`src/heq_pkg.sv`:
```
package heq_pkg;

    localparam int LEVEL_W = 8;
    localparam int LEVELS = 256;
    localparam int CNT_W = 23;
    localparam logic [CNT_W-1:0] MAX_PIXELS = 23'd4194304;
    // 255.99 kept as the exact ratio 25599/100
    localparam int NUM_FACTOR = 100 * LEVELS - 1;
    localparam int TOT_W = 31;
    localparam int NUM_W = TOT_W + 15;
    localparam int DEN_W = TOT_W + 7;

    typedef enum logic [1:0] {
        MODE_CLEAR  = 2'd0,
        MODE_COUNT  = 2'd1,
        MODE_FINISH = 2'd2,
        MODE_MAP    = 2'd3
    } mode_t;

    typedef struct packed {
        logic [1:0]         mode;
        logic [LEVEL_W-1:0] level;
        logic [LEVEL_W-1:0] red_in;
        logic [LEVEL_W-1:0] green_in;
        logic [LEVEL_W-1:0] blue_in;
    } in_word_t;

    typedef struct packed {
        logic [LEVEL_W-1:0] red_out;
        logic [LEVEL_W-1:0] green_out;
        logic [LEVEL_W-1:0] blue_out;
        logic [CNT_W-1:0]   peak_count;
    } out_word_t;

    // saturating bin increment
    function automatic logic [CNT_W-1:0] bump(input logic [CNT_W-1:0] v);
        logic [CNT_W-1:0] r;
        r = (v >= MAX_PIXELS) ? MAX_PIXELS : v + 1'b1;
        return r;
    endfunction

endpackage

```
`src/heq_divider.sv`:
```
// restoring divider, one quotient bit per cycle, 8-bit quotient
module heq_divider import heq_pkg::*; (
    input  logic                 aclk,
    input  logic                 aresetn,
    input  logic                 start,
    input  logic [NUM_W-1:0]     numer,
    input  logic [DEN_W-1:0]     denom,
    output logic                 done,
    output logic [LEVEL_W-1:0]   quot
);
    logic [NUM_W-1:0]   rem_reg;
    logic [DEN_W-1:0]   den_reg;
    logic [LEVEL_W-1:0] q_reg;
    logic [3:0]         cnt_reg;
    logic               busy_reg;
    logic               done_reg;
    logic [NUM_W+LEVEL_W-1:0] shifted;
    logic [NUM_W+LEVEL_W-1:0] trial;

    // quotient is below 256, so compare against denom shifted by the bit weight
    always_comb begin
        shifted = {{LEVEL_W{1'b0}}, den_reg} << (cnt_reg[2:0]);
        trial   = {{LEVEL_W{1'b0}}, rem_reg} - shifted;
    end

    always_ff @(posedge aclk) begin
        if (!aresetn) begin
            busy_reg <= 1'b0;
            done_reg <= 1'b0;
            cnt_reg  <= '0;
        end else begin
            done_reg <= 1'b0;
            if (start) begin
                rem_reg  <= numer;
                den_reg  <= denom;
                q_reg    <= '0;
                cnt_reg  <= 4'd7;
                busy_reg <= 1'b1;
            end else if (busy_reg) begin
                if ({{LEVEL_W{1'b0}}, rem_reg} >= shifted) begin
                    rem_reg <= trial[NUM_W-1:0];
                    q_reg[cnt_reg[2:0]] <= 1'b1;
                end
                if (cnt_reg == 4'd0) begin
                    busy_reg <= 1'b0;
                    done_reg <= 1'b1;
                end
                cnt_reg <= cnt_reg - 4'd1;
            end
        end
    end

    assign done = done_reg;
    assign quot = q_reg;
endmodule

```
`config.mk`:
```
export PLATFORM = sky130hd
export DESIGN_NAME = heq_divider
export DESIGN_NICKNAME = d
export VERILOG_FILES = /design/src/heq_pkg.sv /design/src/heq_divider.sv
export SDC_FILE = /design/constraint.sdc
export NUM_CORES = 1
export LEC_CHECK = 0
export BUFFER_PORTS_ARGS = -buffer_cell sky130_fd_sc_hd__clkbuf_2
export CAP_MARGIN = 40
export CORE_MARGIN = 4
export CORE_UTILIZATION = 38
export CTS_CLUSTER_SIZE = 20
export DETAILED_ROUTE_END_ITERATION = 12
export SLEW_MARGIN = 40
export SYNTH_ARGS = -nofsm -noshare
export SYNTH_HDL_FRONTEND = slang
export SYNTH_SLANG_ARGS = --single-unit
```
`constraint.sdc`:
```
create_clock -name aclk -period 8.9 [get_ports aclk]
set_clock_uncertainty 0.05 [all_clocks]
set_input_delay 0.445 -clock aclk [delete_from_list [all_inputs] [get_ports aclk]]
set_output_delay 0.445 -clock aclk [all_outputs]
set_load 0.01 [all_outputs]
```
# --- After elaboration in Yosys (flattened, before gate mapping) ---
# Cells that the tools add are included.
classes:
  addsub: 2
  multipliers: 0
  div: 0
  n_lt_le_gt_ge: 3
  eq_ne: 0
  shifts: 1
  muxes: 13
  bitwise_logic: 3
  reduce_logical: 8
op_table:
  columns: ["operator", "n"]
  rows:
  - ["$mux W46", 3]
  - ["$ge A46 B54 Y1", 1]
  - ["$shl A38 B3 Y54", 1]
  - ["$sub A46 B46 Y46", 1]
  - ["$mux W8", 2]
  - ["$or A8 B8 Y8", 1]
  - ["$mux W3", 2]
  - ["$mux W1", 5]
  - ["$logic_not A4 Y1", 1]
  - ["$lt A3 B4 Y1 const B", 1]
  - ["$reduce_bool A2 Y1", 2]
  - ["$sub A4 B1 Y4 const B", 1]
  - ["$demux W1 S3", 1]
  - ["$ge A3 B1 Y1 const B", 1]
  - ["$reduce_and A3 Y1", 1]
  - ["$reduce_or A3 Y1", 1]
  - ["$not A1 Y1", 2]
  - ["$reduce_and A2 Y1", 1]
  - ["$reduce_or A2 Y1", 1]
  - ["$logic_and A1 B1 Y1", 1]
word_totals:
  ff_bits: 98
  latch_bits: 0
  mem_bits_rw: 0
  rom_bits: 0
  in_bits: 87
  output_inout_bits: 9
  elab_cells: 37
  memories: 0

# --- Longest topological paths before layout ---
# Gate-level depths: netlist of the first run.
depth:
  ltp_word: 7
  depth_mapped: 18
  depth_no_buf: 15

# --- Least setup slack after synthesis of the first run ---
# OpenSTA, ideal clock, no wires.
synth_timing:
  kind: "reg2reg"
  from: "register cnt_reg[0]"
  to: "register q_reg[0] (netlist: quot[0]), enable pin"
  setup_time_ns: 0.498
  arrival_ns: 6.654
  required_ns: 8.352
  slack_ns: 1.698
  stages_incl_launch_ff: 16
  n_path_buf: 2
  synth_period_minus_slack_ns: 7.202
  cell_sequence: "dfxtp_1 -> clkbuf_1 -> buf_1 -> mux4_2 -> mux2i_1 -> ha_1 -> nand3_1 -> a211o_1 -> a21o_1 -> a31oi_2 -> o21ai_1 -> o21ai_1 -> a21oi_1 -> o21a_1 -> or4b_1 -> a31oi_1"
synth_between:
  elab_chain_len: 4
synth_rtl:
  columns: ["element", "line", "source"]
  rows:
  - ["start: declaration", "heq_divider.sv:14", "logic [3:0] cnt_reg;"]
  - ["start signal: assignment", "heq_divider.sv:48", "cnt_reg <= cnt_reg - 4'd1;"]
  - ["$shl A38 B3 Y54", "heq_divider.sv:22", "shifted = {{LEVEL_W{1'b0}}, den_reg} << (cnt_reg[2:0]);"]
  - ["$ge A46 B54 Y1", "heq_divider.sv:40", "if ({{LEVEL_W{1'b0}}, rem_reg} >= shifted) begin"]
  - ["$reduce_bool A2 Y1 (no line)", null, null]
  - ["$reduce_and A3 Y1 (no line)", null, null]
  - ["end signal: assignment", "heq_divider.sv:36", "q_reg <= '0;"]
  - ["end signal: indexed assignment", "heq_divider.sv:42", "q_reg[cnt_reg[2:0]] <= 1'b1;"]
  - ["end: declaration", "heq_divider.sv:13", "logic [LEVEL_W-1:0] q_reg;"]
# No other way between the ends.
# A chain may end at the register's enable or synchronous reset.

# --- Worst setup path after layout of the first run ---
layout_timing:
  from: "register cnt_reg[0]"
  to: "register rem_reg[28], enable pin"
layout_between:
  elab_chain_len: 4
layout_rtl:
  columns: ["element", "line", "source"]
  rows:
  - ["$shl A38 B3 Y54", "heq_divider.sv:22", null]
  - ["$ge A46 B54 Y1", "heq_divider.sv:40", null]
  - ["$reduce_bool A2 Y1 (no line)", null, null]
  - ["$reduce_and A3 Y1 (no line)", null, null]
  - ["end signal: assignment", "heq_divider.sv:34", "rem_reg <= numer;"]
  - ["end signal: assignment", "heq_divider.sv:41", "rem_reg <= trial[NUM_W-1:0];"]
  - ["end: declaration", "heq_divider.sv:11", "logic [NUM_W-1:0] rem_reg;"]
# No other way between the ends.

==> results by group, run 1 <==
Worst setup path
  • Critical path data required time: 8.85 ns
  • R2r worst-path depth: 16
  • Worst r2r src: cnt_reg[0]$_SDFFE_PN0N_
  • WP data arrival: 5.96 ns
  • CP startpoint kind: flip-flop
  • FF-to-FF End: rem_reg[28]$_DFFE_PP_
  • Crit path kind: flip-flop to flip-flop
  • CP Capture Type: flip-flop
  • R2R setup slack: 2.88 ns
  • Critical Path Fanout Max: 32

Pwr
  • Power per standard cell area: 215.3 mW/mm^2
  • VDD IR-drop max: 0.0001025 V
  • Total Power: 1.820 mW
  • LEAKAGE: 3.383 nW

STA
  • RSZ-0062 raised after global routing: false
  • TNS Setup: 0 ns
  • Final setup vio count: 0
  • Final hold viol count: 0
  • Achievable Freq: 0.1662 GHz
  • Final WS setup: 2.885 ns
  • Ratio of final minimum period to clock period: 67.59%
  • Period minus WS final: 6.015 ns
  • Worst Tran Pin Value: 0.8140 ns
  • Rel. slew slack: 45.73%
  • Slew Limit Fails: 0

Logic synthesis
  • Post-synth EDFFs: 92
  • Syn. warnings: 0
  • Synth Instances: 726
  • Seq/Total Area, Yosys: 38.74%
  • Async SR Flop Fraction: 0%
  • Syn Nets: 860
  • Area of the mapped netlist: 0.007442 sq mm
  • Main synth FF type: edfxtp_1
  • Syn Area/Cell: 10.25 sq um
  • Post-synth cell types: 62
  • Post-synthesis register bit count: 98

Layout
  • Commonest non-fill, non-tap cell in the layout: clkbuf_2
  • Final Util: 44.59%
  • Number of flip-flops in the largest register: 46
  • Net count, final: 931
  • Most frequent cells in the layout: clkbuf_2, edfxtp_1, nand2_1
  • Ant diodes: 0
  • Area Growth Syn to Fin: 13.57%
  • Final Cell Area: 0.008452 sq mm
  • Share of layout cells above drive strength 1: 20.45%

Clocking
  • CTS buffer count: 9
  • H-tree depth: 3
  • Post-CTS Hold Buffers: 0
  • Post-CTS Setup Inserts: 0
  • Clock Tree Buf Depth: 2
  • Worst-Skew Late Latency: 0.36 ns
  • Sink Count: 98
  • Resized cells post-CTS: 0
  • CTS tree: done
  • Root Buffer: clkbuf_16
  • Clk pin slew, worst setup/hold paths: 0.07 ns

Die
  • Die X: 147.9 um
  • Starting Density: 39.26%
  • Die area: 0.02189 sq mm
  • Die Y: 147.9 um
  • Cell Rows: 50
  • I/O pin count: 96
  • CORE AREA: 0.01896 sq mm

Drt
  • Total Wirelength: 19470 um
  • First-pass DRT Iterations: 5
  • Wire per inst: 18.34 um
  • Via count: 5879
  • Vias per inst: 5.536
  • Routed Antenna Nets: 0
  • DR iter-0 viols: 412
  • DRC viols: 0

Min path
  • Hold crit path type: input pin to flip-flop
  • Hold depth: 1
  • Hold_sp: denom[32]
  • Worst hold endpoint: den_reg[32]$_DFFE_PP_

Flow run
  • Max cap viols: 0

GRT
  • Initial antenna violation count: 0
  • Global route overflow: 0
  • Largest net degree at the start of global routing: 77
  • Vias in the first global route: 5744
  • All-Layer GR Usage: 17.75%
  • First-pass GRT wire length: 30950 um

Placement
  • DP Wirelength: 14960 um
  • Placer Congestion: 0.8735
  • DP Area: 0.008152 sq mm
  • Port Buffers: 95
  • Pre-CTS WS: 2.853 ns

Status
  • Outcome: finished, final reports clean
## report_power, final
group | total, mW | leakage, nW | internal, mW | switching (mW)
clock network | 0.407 | 0.147 | 0.222 | 0.185
logic | 0.806 | 2.31 | 0.339 | 0.468
registers | 0.607 | 0.923 | 0.575 | 0.0321
total | 1.82 | 3.38 | 1.14 | 0.685
## cell type report
type / count / area [sq um]
Inverter: 17 / 66.31
Clock buffer: 10 / 229.0
Timing Repair Buffer: 100 / 515.5
Multi-Input combinational cell: 571 / 4359
Fill cell: 1847 / 10500
Sequential cell: 98 / 2885
Clock inverter: 6 / 71.32
Tap cell: 260 / 325.3
## synthesized netlist by cell type (7+ instances only)
cell type | n | area, sq um
mux2i_1 | 40 | 400.4
nor2_1 | 25 | 93.84
nand2b_1 | 7 | 43.79
and3_1 | 8 | 50.05
buf_1 | 8 | 30.03
clkbuf_1 | 29 | 108.9
a21o_1 | 21 | 157.7
o21ai_1 | 10 | 50.05
o21ai_0 | 59 | 295.3
a31oi_1 | 7 | 43.79
inv_1 | 16 | 60.06
nor2b_1 | 9 | 56.30
a21oi_1 | 63 | 315.3
nand4_1 | 11 | 68.82
xor2_1 | 19 | 166.4
xnor2_1 | 23 | 201.4
edfxtp_1 | 92 | 2763
nand2_1 | 86 | 322.8
mux4_2 | 30 | 675.7
nand3_1 | 20 | 100.1
ha_1 | 46 | 575.6
## critical path: stages (launching register included)
cell     delay, ns
dfxtp_2       0.69
buf_4         0.48
inv_1         0.31
a21oi_1       0.27
a21oi_1       0.10
ha_1          0.40
nand3_1       0.14
a211o_1       0.32
a21o_1        0.19
a31oi_2       0.21
o21ai_1       0.17
o21ai_1       0.15
a21oi_1       0.11
o21a_1        0.21
or4b_1        0.52
a31oi_4       0.71
buf_4         0.55
## per-stage QoR
stage	hold WS, ns	std cells
final	0.2083	1062
after global routing	0.1924	1062
after CTS	0.1994	1062
after detailed placement	0.4352	1046
after global placement	0.4405	1046
after floorplan	0.3915	726
## layer usage
metal	GRT usage [%]	up-vias	routed length (um)
met5	0	-	0
met4	3.418	0	160
met1	25.67	2795	9306
met3	3.372	11	1022
li1	-	2915	-
met2	28.15	158	8985
## cell families after synthesis
kind of cell | count (synthesis) | share of synthesized area [%]
AND/OR/NAND/NOR | 200 | 13.06
flip-flops | 98 | 38.74
AO/OA/AOI/OAI | 209 | 17.42
XOR/XNOR | 42 | 4.943
multiplexers | 73 | 14.91
buffers and inverters | 57 | 2.925
adder cells (fa/ha/maj) | 47 | 8.003
## worst max-delay path by stage
stage                     cells after the start               endpoint                    start  slack (ns)
final                                        16  rem_reg[28]$_DFFE_PP_  cnt_reg[0]$_SDFFE_PN0N_        2.88
after global routing                         16  rem_reg[28]$_DFFE_PP_  cnt_reg[0]$_SDFFE_PN0N_        2.35
after detailed placement                     16  rem_reg[23]$_DFFE_PP_  cnt_reg[0]$_SDFFE_PN0N_        2.85
after CTS                                    16  rem_reg[28]$_DFFE_PP_  cnt_reg[0]$_SDFFE_PN0N_        2.83
after floorplan                              15  quot[0]$_SDFFCE_PP0P_  cnt_reg[0]$_SDFFE_PN0N_        1.70
after global placement                       16  rem_reg[22]$_DFFE_PP_  cnt_reg[0]$_SDFFE_PN0N_        2.98
No activity file was read; power rests on OpenSTA's default activity.
==> inputs of run 2 (changes only) <==
Settings changed: ABC_AREA set to 1.
Clock period 8.9 ns to 5.59 ns, I/O delays scaled along.
==> results by group, run 2 <==
Logic synthesis
  • Syn Area/Cell: 6.322 sq um (was 10.25 sq um)
  • Post-synthesis register bit count: 98 (unchanged)
  • Largest cells by area after synthesis: edfxtp_1, nand2_1, inv_1 (was edfxtp_1, mux4_2, ha_1)
  • Top cell type's share of synthesized area: 31.06% (was 37.12%)
  • Post-synth EDFFs: 92 (unchanged)
  • Area share of xor/xnor cells in the synthesized design: 1.772% (was 4.943%)
  • Synth Instances: 1407 (was 726)
  • Synth top cells by count: nand2_1, inv_1, edfxtp_1, nand3_1, o21ai_0 (was edfxtp_1, nand2_1, a21oi_1, o21ai_0, ha_1)
  • Area of the mapped netlist: 0.008895 sq mm (was 0.007442 sq mm)
  • Post-synthesis compound-gate area fraction: 8.145% (was 17.42%)
  • Async SR Flop Fraction: 0% (unchanged)
  • Seq/Total Area, Yosys: 32.41% (was 38.74%)
  • Most numerous cell in the Yosys netlist: nand2_1 (was edfxtp_1)
  • Syn Nets: 1541 (was 860)
  • Main synth FF type: edfxtp_1 (unchanged)
  • Simple-Gate Fraction of Synth Area: 38.70% (was 13.06%)
  • Post-synth top area cell: edfxtp_1 (unchanged)
  • Syn. warnings: 0 (unchanged)
  • Post-synth cell types: 37 (was 62)
  • Post-synthesis adder-cell area fraction: 6.696% (was 8.003%)
  • Multiplexer share of the synthesized area: 0.5627% (was 14.91%)
  • Largest family of logic cells by synthesized area: simple AND/OR/NAND/NOR gates (was compound AO/OA/AOI/OAI gates)

Worst setup path
  • CP Capture Type: flip-flop (unchanged)
  • Crit path kind: flip-flop to flip-flop (unchanged)
  • Worst setup path endpoint: rem_reg[16]$_DFFE_PP_ (was rem_reg[28]$_DFFE_PP_)
  • Crit path top cell by count: nand2_1 (was a21oi_1)
  • Max incr delay on CP: 0.59 ns (was 0.71 ns)
  • CP startpoint kind: flip-flop (unchanged)
  • Critical path depth: 17 (was 16)
  • CP max stage cell: dfxtp_1 (was a31oi_4)
  • Worst r2r src: cnt_reg[1]$_SDFFE_PN0N_ (was cnt_reg[0]$_SDFFE_PN0N_)
  • FF-to-FF End: rem_reg[16]$_DFFE_PP_ (was rem_reg[28]$_DFFE_PP_)
  • WP data arrival: 3.99 ns (was 5.96 ns)
  • Delay-heaviest family, CP: buffers and inverters (was compound AO/OA/AOI/OAI gates)
  • CP startpoint: cnt_reg[1]$_SDFFE_PN0N_ (was cnt_reg[0]$_SDFFE_PN0N_)
  • Critical path data required time: 5.54 ns (was 8.85 ns)
  • Buf/Inv on CP: 4 (was 3)
  • R2r worst-path depth: 17 (was 16)
  • Crit path cell chain: clkinv_1 -> buf_4 -> o21ai_0 -> inv_1 -> o21ai_0 -> ha_1 -> nand2_1 -> nor2_2 -> nand2_1 -> nor2_1 -> nand2_1 -> nand3_2 -> nand3_1 -> nand3_1 -> nand2_1 -> nand2_2 -> buf_4 (was buf_4 -> inv_1 -> a21oi_1 -> a21oi_1 -> ha_1 -> nand3_1 -> a211o_1 -> a21o_1 -> a31oi_2 -> o21ai_1 -> o21ai_1 -> a21oi_1 -> o21a_1 -> or4b_1 -> a31oi_4 -> buf_4)
  • R2R setup slack: 1.55 ns (was 2.88 ns)
  • Critical Path Fanout Max: 54 (was 32)

STA
  • Worst hold slack: 0.03515 ns (was 0.2083 ns)
  • Slew Limit Fails: 0 (unchanged)
  • Period minus WS final: 4.044 ns (was 6.015 ns)
  • Worst Tran Pin Value: 0.7082 ns (was 0.8140 ns)
  • RSZ-0062 raised after global routing: false (unchanged)
  • Rel. slew slack: 52.79% (was 45.73%)
  • TNS Setup: 0 ns (unchanged)
  • Final hold viol count: 0 (unchanged)
  • Final setup vio count: 0 (unchanged)
  • Achievable Freq: 0.2473 GHz (was 0.1662 GHz)
  • Ratio of final minimum period to clock period: 72.35% (was 67.59%)

GRT
  • All-Layer GR Usage: 19.75% (was 17.75%)
  • Vias in the first global route: 8074 (was 5744)
  • First-pass GRT wire length: 40890 um (was 30950 um)
  • Initial antenna violation count: 0 (unchanged)
  • Global route overflow: 0 (unchanged)
  • Largest net degree at the start of global routing: 74 (was 77)

Placement
  • Post-placement cell count: 1788 (was 1046)
  • DP Area: 0.009683 sq mm (was 0.008152 sq mm)
  • DP Wirelength: 20740 um (was 14960 um)
  • Port Buffers: 95 (unchanged)
  • Placer Congestion: 0.9060 (was 0.8735)

Clocking
  • Sink Count: 98 (unchanged)
  • Clk pin slew, worst setup/hold paths: 0.08 ns (was 0.07 ns)
  • Post-CTS Setup Inserts: 0 (unchanged)
  • Clock Tree Buf Depth: 2 (unchanged)
  • CTS tree: done (unchanged)
  • Resized cells post-CTS: 0 (unchanged)
  • Worst-Skew Late Latency: 0.36 ns (about the same)
  • CTS buffer count: 9 (unchanged)
  • H-tree depth: 3 (unchanged)
  • Post-CTS Hold Buffers: 0 (unchanged)
  • Root Buffer: clkbuf_16 (unchanged)

Layout
  • Filler Cells Inserted: 2553 (was 1847)
  • Ant diodes: 0 (unchanged)
  • Final Non-Filler Cells: 1805 (was 1062)
  • Number of flip-flops in the largest register: 46 (unchanged)
  • Seq. cell area: 0.002883 sq mm (was 0.002885 sq mm)
  • Share of layout cells above drive strength 1: 12.13% (was 20.45%)
  • Area Growth Syn to Fin: 12.32% (was 13.57%)
  • Commonest non-fill, non-tap cell in the layout: nand2_1 (was clkbuf_2)
  • Area of the multi-input gates: 0.004972 sq mm (was 0.004359 sq mm)
  • Final Cell Area: 0.009991 sq mm (was 0.008452 sq mm)
  • Final Util: 43.73% (was 44.59%)
  • Most frequent cells in the layout: nand2_1, inv_1, clkbuf_2 (was clkbuf_2, edfxtp_1, nand2_1)
  • Net count, final: 1621 (was 931)

Drt
  • Metal2 WL: 10570 um (was 8985 um)
  • DR iter-0 viols: 574 (was 412)
  • Vias per inst: 4.744 (was 5.536)
  • Via count: 8563 (was 5879)
  • DRC viols: 0 (unchanged)
  • DR WL met3: 1206 um (was 1022 um)
  • Met1 wire length: 12980 um (was 9306 um)
  • First-pass DRT Iterations: 5 (unchanged)
  • Topmost layer with routed signal wires: met4 (unchanged)
  • Routed Antenna Nets: 0 (unchanged)
  • Wire per inst: 14.06 um (was 18.34 um)
  • Total Wirelength: 25380 um (was 19470 um)

Min path
  • Hold depth: 1 (unchanged)
  • Hold_sp: denom[33] (was denom[32])
  • Hold crit path type: input pin to flip-flop (unchanged)

Die
  • I/O pin count: 96 (unchanged)
  • Die Y: 161.0 um (was 147.9 um)
  • Die area: 0.02592 sq mm (was 0.02189 sq mm)
  • CORE AREA: 0.02285 sq mm (was 0.01896 sq mm)
  • Cell Rows: 55 (was 50)
  • Die X: 161.0 um (was 147.9 um)
  • Starting Density: 38.93% (was 39.26%)

Flow run
  • Max cap viols: 0 (unchanged)

Pwr
  • LEAKAGE: 5.207 nW (was 3.383 nW)
  • VDD IR-drop max: 0.0001761 V (was 0.0001025 V)
  • Power per standard cell area: 334.1 mW/mm^2 (was 215.3 mW/mm^2)

Status
  • Outcome: finished, final reports clean (unchanged)
-- run 2: changes by cell type after synthesis, sizes merged, moves of 9 or more --
cell / change
nand2: +524
inv: +218
nand3: +71
nor2: +67
mux2i: -35
mux4: -30
a21oi: -27
o21ai: +22
a21o: -21
xor2: -16
clkbuf: -10
and3: -9
nor2b: -9
-- run 2: area by class of cell --
type | count | area share [%]
timing repair buffer | 105 | 5.636
sequential | 98 | 28.85
tap | 313 | 3.920
inverter | 238 | 8.942
clock inverter | 6 | 0.4884
clock buffer | 10 | 2.392
multi-input combinational | 1035 | 49.77
-- run 2: cell families after synthesis --
kind of cell / after synthesis
AO/OA/AOI/OAI: 139
XOR/XNOR: 18
adder cells (fa/ha/maj): 47
buffers and inverters: 274
flip-flops: 98
multiplexers: 5
AND/OR/NAND/NOR: 826
-- run 2: how the worst min path moves through the flow --
stage / slack [ns] / end
6_report: 0.04 / den_reg[33]$_DFFE_PP_
5_1_grt: 0.03 / den_reg[7]$_DFFE_PP_
3_5_place_dp: 0.41 / den_reg[18]$_DFFE_PP_
3_3_place_gp: 0.41 / den_reg[30]$_DFFE_PP_
2_1_floorplan: 0.33 / den_reg[0]$_DFFE_PP_
4_1_cts: 0.03 / den_reg[33]$_DFFE_PP_
-- run 2: where the power goes --
| group | leakage [nW] | internal [mW] | total [mW] | switching (mW) |
|---|---|---|---|---|
| Sequential | 0.928 | 0.924 | 0.973 | 0.0484 |
| Clock | 0.143 | 0.322 | 0.641 | 0.319 |
| Combinational | 4.14 | 0.581 | 1.72 | 1.14 |
-- run 2: routing by layer --
metal,vias to the layer above,track usage (%)
met1,3759,29.59
met4,0,6.204
met2,211,30.12
li1,4556,-
met3,37,1.863
met5,-,0
-- run 2: per-stage QoR --
| stage | power, mW | setup WS, ns |
|---|---|---|
| 2_1_floorplan | 2.254 | 1.639 |
| 3_3_place_gp | 2.687 | 1.642 |
| 3_5_place_dp | 2.700 | 1.604 |
| 4_1_cts | 3.340 | 1.587 |
| 5_1_grt | 3.632 | 1.130 |
| 6_report | 3.338 | 1.546 |
==> inputs of run 3 (changes only) <==
Clock period 5.59 ns to 4.1 ns, I/O delays scaled along.
==> results by group, run 3 (synthesis results as in run 2) <==
Status
  • Outcome: finished, final reports clean (unchanged)

Pwr
  • LEAKAGE: 5.387 nW (was 5.207 nW)
  • VDD IR-drop max: 0.0001955 V (was 0.0001761 V)
  • Total Power: 4.630 mW (was 3.338 mW)
  • Power per standard cell area: 444.5 mW/mm^2 (was 334.1 mW/mm^2)

Layout
  • Share of layout cells above drive strength 1: 12.00% (was 12.13%)
  • Area Growth Syn to Fin: 17.12% (was 12.32%)
  • Most frequent cells in the layout: nand2_1, inv_1, clkbuf_2 (unchanged)
  • Ant diodes: 0 (unchanged)
  • Number of flip-flops in the largest register: 46 (unchanged)
  • Final Util: 45.60% (was 43.73%)
  • Final Cell Area: 0.01042 sq mm (was 0.009991 sq mm)
  • Net count, final: 1662 (was 1621)
  • Commonest non-fill, non-tap cell in the layout: nand2_1 (unchanged)

Drt
  • DR iter-0 viols: 594 (was 574)
  • Via count: 8879 (was 8563)
  • Vias per inst: 4.810 (was 4.744)
  • First-pass DRT Iterations: 5 (unchanged)
  • Routed Antenna Nets: 0 (unchanged)
  • Wire per inst: 14.46 um (was 14.06 um)
  • DRC viols: 0 (unchanged)
  • Total Wirelength: 26680 um (was 25380 um)

Clocking
  • Root Buffer: clkbuf_16 (unchanged)
  • CTS buffer count: 9 (unchanged)
  • H-tree depth: 3 (unchanged)
  • Sink Count: 98 (unchanged)
  • Clk pin slew, worst setup/hold paths: 0.09 ns (was 0.08 ns)
  • Worst-Skew Late Latency: 0.36 ns (about the same)
  • Clock Tree Buf Depth: 2 (unchanged)
  • Post-CTS Setup Inserts: 0 (unchanged)
  • CTS tree: done (unchanged)

STA
  • Slew Limit Fails: 0 (unchanged)
  • Achievable Freq: 0.2782 GHz (was 0.2473 GHz)
  • Final setup vio count: 0 (unchanged)
  • Rel. slew slack: 64.15% (was 52.79%)
  • Worst Tran Pin Value: 0.5321 ns (was 0.7082 ns)
  • RSZ-0062 raised after global routing: false (unchanged)
  • Period minus WS final: 3.595 ns (was 4.044 ns)
  • Final hold viol count: 0 (unchanged)
  • TNS Setup: 0 ns (unchanged)
  • Ratio of final minimum period to clock period: 87.68% (was 72.35%)

Worst setup path
  • WP data arrival: 3.56 ns (was 3.99 ns)
  • Critical path data required time: 4.07 ns (was 5.54 ns)
  • Worst r2r src: cnt_reg[0]$_SDFFE_PN0N_ (was cnt_reg[1]$_SDFFE_PN0N_)
  • CP startpoint kind: flip-flop (unchanged)
  • Crit path kind: flip-flop to flip-flop (unchanged)
  • CP startpoint: cnt_reg[0]$_SDFFE_PN0N_ (was cnt_reg[1]$_SDFFE_PN0N_)
  • CP Capture Type: flip-flop (unchanged)
  • Critical Path Fanout Max: 36 (was 54)

Die
  • CORE AREA: 0.02285 sq mm (unchanged)
  • Die area: 0.02592 sq mm (unchanged)
  • Die X: 161.0 um (unchanged)
  • I/O pin count: 96 (unchanged)
  • Cell Rows: 55 (unchanged)
  • Die Y: 161.0 um (unchanged)
  • Starting Density: 38.93% (unchanged)

GRT
  • Vias in the first global route: 8373 (was 8074)
  • Initial antenna violation count: 0 (unchanged)
  • Global route overflow: 0 (unchanged)
  • Largest net degree at the start of global routing: 51 (was 74)
  • All-Layer GR Usage: 20.57% (was 19.75%)
  • First-pass GRT wire length: 42990 um (was 40890 um)

Placement
  • DP Area: 0.009738 sq mm (was 0.009683 sq mm)
  • DP Wirelength: 21220 um (was 20740 um)
  • Port Buffers: 95 (unchanged)
  • Placer Congestion: 0.9617 (was 0.9060)

Flow run
  • Max cap viols: 0 (unchanged)

Min path
  • Hold_sp: numer[7] (was denom[33])
  • Hold crit path type: input pin to flip-flop (unchanged)
## run 3: worst paths after layout
kind,endpoint,slack (ns),cells after the start
setup / recovery,rem_reg[16]$_DFFE_PP_,0.51,18
hold / removal,rem_reg[7]$_DFFE_PP_,0.06,3
setup reg to reg,rem_reg[16]$_DFFE_PP_,0.51,18
hold reg to reg,cnt_reg[3]$_SDFFE_PP0P_,0.49,3
## run 3: through the flow
stage	hold slack [ns]	worst slack [ns]	cells
after floorplan	0.2539	0.1486	1407
after global placement	0.3322	0.4454	1792
after detailed placement	0.3336	0.3956	1792
after CTS	0.05821	0.3790	1846
after global routing	0.06907	0.07353	1846
final	0.06087	0.5051	1846
## run 3: worst max-delay path: stages, from the launching register on
cell,delay (ns)
dfxtp_1,0.35
inv_2,0.35
nand2_1,0.15
nand3_1,0.09
o21ai_0,0.12
nand2_1,0.08
o21ai_0,0.21
ha_1,0.47
nand2_1,0.14
nor2_2,0.17
nand2_1,0.08
nor2_1,0.11
nand2_1,0.07
nand3_2,0.14
nand3_1,0.08
nand3_1,0.09
nand2_1,0.06
nand2_2,0.07
buf_6,0.35
## run 3: routing by layer
layer	part of all wire [%]	global-route usage (%)	up-vias	wire length [um]
met5	0	0	-	0
met4	1.8	4.886	0	481
met3	7.2	2.858	31	1923
met2	43	31.73	276	11350
met1	48	30.60	3931	12930
li1	-	-	4641	-
## run 3: repair_timing
item | in CTS | in global routing
endpoints found under the hold margin | 38 | 0
hold buffers | 38 | 0
resized for setup | 0 | 1
endpoints found under the setup margin | 0 | 36
## run 3: power breakdown
part | switching (mW) | internal (mW) | leakage (nW)
clock | 0.451 | 0.445 | 0.144
sequential | 0.0655 | 1.26 | 0.928
combinational | 1.58 | 0.827 | 4.31
total | 2.10 | 2.53 | 5.39
## run 3: cell type report
type / instances / area, sq um
clock inverters: 6 / 56.30
flip-flops and latches: 98 / 2883
fillers: 2456 / 12430
repair buffers: 146 / 982.2
multi-input cells: 1035 / 4972
well taps: 313 / 391.6
inverters: 238 / 893.4
clock buffers: 10 / 239.0
